==> src/nearest_point_search_3d_macros.svh <==
// assertion helpers for the nearest point search block
// the module that uses them provides clk_i and rst_ni
`ifndef NEAREST_POINT_SEARCH_3D_MACROS_SVH
`define NEAREST_POINT_SEARCH_3D_MACROS_SVH

`ifndef SYNTHESIS

`define NPS_ASSERT(lbl, prop) \
  lbl: assert property (@(posedge clk_i) disable iff (!rst_ni) (prop)) \
    else $error("nps: property failed");

`define NPS_ASSERT_IMP(lbl, ante, cons) \
  lbl: assert property (@(posedge clk_i) disable iff (!rst_ni) (ante) |-> (cons)) \
    else $error("nps: implication failed");

`define NPS_ASSERT_NEXT(lbl, ante, cons) \
  lbl: assert property (@(posedge clk_i) disable iff (!rst_ni) (ante) |=> (cons)) \
    else $error("nps: next-cycle implication failed");

`else

`define NPS_ASSERT(lbl, prop)
`define NPS_ASSERT_IMP(lbl, ante, cons)
`define NPS_ASSERT_NEXT(lbl, ante, cons)

`endif

`endif

==> src/nps_ram.sv <==
module nps_ram #(
  parameter int unsigned WIDTH = 32,
  parameter int unsigned DEPTH = 16
) (
  input  logic                     clk_i,
  input  logic                     we_i,
  input  logic [$clog2(DEPTH)-1:0] waddr_i,
  input  logic [WIDTH-1:0]         wdata_i,
  input  logic                     re_i,
  input  logic [$clog2(DEPTH)-1:0] raddr_i,
  output logic [WIDTH-1:0]         rdata_o
);

  logic [WIDTH-1:0] mem_q [DEPTH];
  logic [WIDTH-1:0] rdata_q;

  always_ff @(posedge clk_i) begin
    if (we_i) begin
      mem_q[waddr_i] <= wdata_i;
    end
    if (re_i) begin
      rdata_q <= mem_q[raddr_i];
    end
  end

  assign rdata_o = rdata_q;

endmodule

==> config.mk <==
export PLATFORM = sky130hd
export DESIGN_NAME = nps_ram
export DESIGN_NICKNAME = d
export VERILOG_FILES = /design/src/nearest_point_search_3d_macros.svh /design/src/nps_ram.sv
export SDC_FILE = /design/constraint.sdc
export NUM_CORES = 1
export LEC_CHECK = 0
export BUFFER_PORTS_ARGS = -buffer_cell sky130_fd_sc_hd__buf_2
export CORE_MARGIN = 3
export CORE_UTILIZATION = 45
export CTS_BUF_LIST = sky130_fd_sc_hd__clkbuf_4
export CTS_CLUSTER_SIZE = 14
export DETAILED_ROUTE_END_ITERATION = 7
export GPL_TIMING_DRIVEN = 1
export SLEW_MARGIN = 20
export SYNTH_ARGS = -nofsm -noshare
export SYNTH_HDL_FRONTEND = slang
export SYNTH_SLANG_ARGS = --single-unit
==> constraint.sdc <==
create_clock -name clk_i -period 3.6 [get_ports clk_i]
set_clock_uncertainty 0.1 [all_clocks]
set_input_delay 0.36 -clock clk_i [delete_from_list [all_inputs] [get_ports clk_i]]
set_output_delay 0.36 -clock clk_i [all_outputs]
set_load 0.05 [all_outputs]
==> results.txt <==
* Die area: 47,400 um2
* Routed wirelength normalized by instance count: 24.9 um
- The first global-routing pass estimated 66,200 um of wire.
- Summed over all cells, the static leakage comes to 7.84 nW.
- The total overflow left after global routing is 0.
* Yosys reg bits: 544
- VDD sags by at most 250 uV.
* Clk Tree Root Cell: clkbuf_4
- The clock tree synthesis step divided the H-tree into 4 levels.
- For the final routed database, the setup TNS stands at 0 ps.
- Clock tree synthesis inserted a total of 143 buffers.
* Max Cap Violations: 0
- After layout, the minimum clock period comes to 2040 ps.
* Iteration-0 DRC count of the detailed router: 880
- In this run the critical register-to-register path is launched from mem_q[2][31]$_DFFE_PP_.
- In this run the critical register-to-register path is captured at rdata_o[31]$_DFFE_PP_.
- Wire length after detailed routing: 44,100 um
* Launching element of the worst setup path: rdata_o[17]$_DFFE_PP_
- Unrepaired setup endpoints after global routing: no
- The number of max-slew violations in the final report came to 0.
- Dividing the detail-routed via count by the number of cells gives 5.54.
* Starting utilization of the core area: 46.2%
- Traced cell by cell, the critical path runs through buf_2.
* Syn Nets: 881
- Insertion delay of the later-clocked pin in the worst-skew pair: 810 ps
* Critical path destination: rdata_o[17]
- Total power density per cell area: 563 nW/um2
- I/O Buffers: 74
- Hold slack final: 169 ps
- The clock passes through at most 3 buffers.
- The initial antenna violation count came to 5.
- HPWL Detailed: 23,000 um
* Total standard cell area after synthesis: 20,200 um2
- Setup bufs post-CTS: 0
- Max transition margin: 30.8%
* Required @ worst endpoint: 3140 ps
* Total track usage: 19.3%
- Along the worst path, the maximum fanout reaches 1.
- The final hold violation count is 0.
* Category of the most critical setup path: reg2out
- Compared with the post-synthesis result, the final layout area differs by 17.7%.
- Worst stage delay on the critical path: 470 ps
* Most common cell after layout, fill and taps aside: edfxtp_1
* F_max: 0.491 GHz
* Clock tree from TritonCTS: yes
- Sequential elements use 81.0% of the synthesized area.
- For the worst setup path, the data arrival time is 1580 ps.
- The clock net in this run drives a total of 544 sinks.
- Vertical die dimension: 218 um
- Synthesis instantiated 17 different standard cells from the library.
- Clk slew on worst S/H paths: 70 ps
* Startpoint class of the critical path: register
- The flow ran to the end, and the final reports show no timing, DRC or antenna violations.
- The Yosys step of the flow raised 0 warnings.
- In this run the standard cell core region covers 43,600 um2.
* Via count: 9,797
- In the final design database the tool counted 1,126 nets.
- The congestion estimate from routability-driven global placement came to 0.699.
- The top cell types in the final layout, fill and taps aside, are edfxtp_1 (544), clkbuf_4 (203), mux4_2 (128).
* Depth of the most critical reg-to-reg path: 3
- Pin count of the biggest net entering global routing: 54
- Once detail routing completed, the nets flagged for antenna violations numbered 0.
- Together, buffers and inverters on the worst path number 1.
- Counting every instance in the synthesized netlist gives 838.
- In this run the mean area of a mapped cell was 24.1 um2.
- Largest delay share family, worst path: flip-flops
- Slack of the worst reg-to-reg path: 1920 ps
* Critical path capture point type: output pin
- Worst-path cell with the longest stage delay: edfxtp_1
* Vias in the first global route: 10,500
- Width of the die: 218 um
- During I/O placement, the number of pins put on the boundary was 75.
* Initial DRT Pass Iterations: 5
* Worst hold start: waddr_i[1]
- Transition time at the pin with the least slew margin: 1040 ps
- In this run the core area contains 76 standard-cell rows.
- Cells with a size suffix above 1 make up 40.7% of the layout.
* Total stage count of the critical path: 1
* Post_cts resized: 0
- The path class of the tightest hold or removal check is in2reg.
- Setup violations remaining at the end of the flow were counted as 0.
- DR DRC count: 0
* Final critical-path share of the clock period: 56.6%
==> state kept, by name (all words and copies together), names as in the netlist <==
register	flops
rdata_o	32
mem_q	512
==> report_power, final <==
| part | internal [W] | switching (W) |
|---|---|---|
| clock | 0.00309 | 0.00235 |
| combinational | 0.000277 | 0.000472 |
| sequential | 0.00714 | 0.0000394 |
==> cell type report <==
| type | instances | area (um2) |
|---|---|---|
| diodes | 3 | 7.51 |
| clock buffers | 203 | 1520 |
| flip-flops and latches | 544 | 16300 |
| well taps | 585 | 732 |
| fillers | 3372 | 19900 |
| multi-input cells | 251 | 3760 |
| repair buffers | 143 | 1050 |
| clock inverters | 41 | 344 |
==> cell families after synthesis <==
group | count (synthesis) | share of synthesized area (%)
DFF | 544 | 81.0
and+or+nand+nor | 59 | 1.25
AOI/OAI and AO/OA | 64 | 2.38
buffers and inverters | 43 | 1.10
muxes | 128 | 14.3
==> layer usage <==
| metal | routed length [um] | global-route usage [%] | share of wire, % |
|---|---|---|---|
| met4 | 690 | 6.61 | 1.6 |
| met1 | 18900 | 26.8 | 43 |
| met3 | 3010 | 4.88 | 6.8 |
| met5 | 18 | 0 | 0.041 |
| met2 | 21400 | 30.3 | 49 |
==> stage by stage <==
| stage | power [W] | utilization [%] | worst slack (ps) | area, um2 | std cells |
|---|---|---|---|---|---|
| 2_1_floorplan | 0.00775 | - | 261 | 20200 | 838 |
| 3_3_place_gp | 0.00803 | 49.4 | 1190 | 21500 | 1491 |
| 3_5_place_dp | 0.00805 | 49.4 | 1160 | 21500 | 1491 |
| 4_1_cts | 0.0136 | 54.4 | 1480 | 23700 | 1767 |
| 5_1_grt | 0.0140 | 54.4 | 1480 | 23700 | 1769 |
| 6_report | 0.0134 | 54.4 | 1560 | 23700 | 1770 |
==> cells in the mapped netlist <==
library cell  number  area (um2)
a22oi_1           64         480
and2_1             1        6.26
buf_1              9        33.8
buf_2              4        20.0
buf_4             11        82.6
buf_6              2        22.5
clkbuf_1          17        63.8
edfxtp_1         544       16300
mux4_2           128        2880
nand2_1           33         124
nand2b_1           2        12.5
nand3_1            1        5.00
nand3b_1           2        15.0
nor2_1            13        48.8
nor2b_1            2        12.5
nor3_1             4        20.0
or3b_2             1        8.76
==> how the worst min path moves through the flow <==
stage | end | cells past startpoint
6_report | mem_q[12][0]$_DFFE_PP_ | 3
5_1_grt | mem_q[12][0]$_DFFE_PP_ | 3
4_1_cts | mem_q[12][0]$_DFFE_PP_ | 3
3_5_place_dp | rdata_o[0]$_DFFE_PP_ | 3
3_3_place_gp | rdata_o[22]$_DFFE_PP_ | 3
2_1_floorplan | mem_q[0][0]$_DFFE_PP_ | 0
==> timing repair <==
action / in CTS / in global routing
setup endpoints to repair: 0 / 0
endpoints found under the hold margin: 512 / 0
hold buffers: 32 / 0
(Power assumes the default switching activity.)
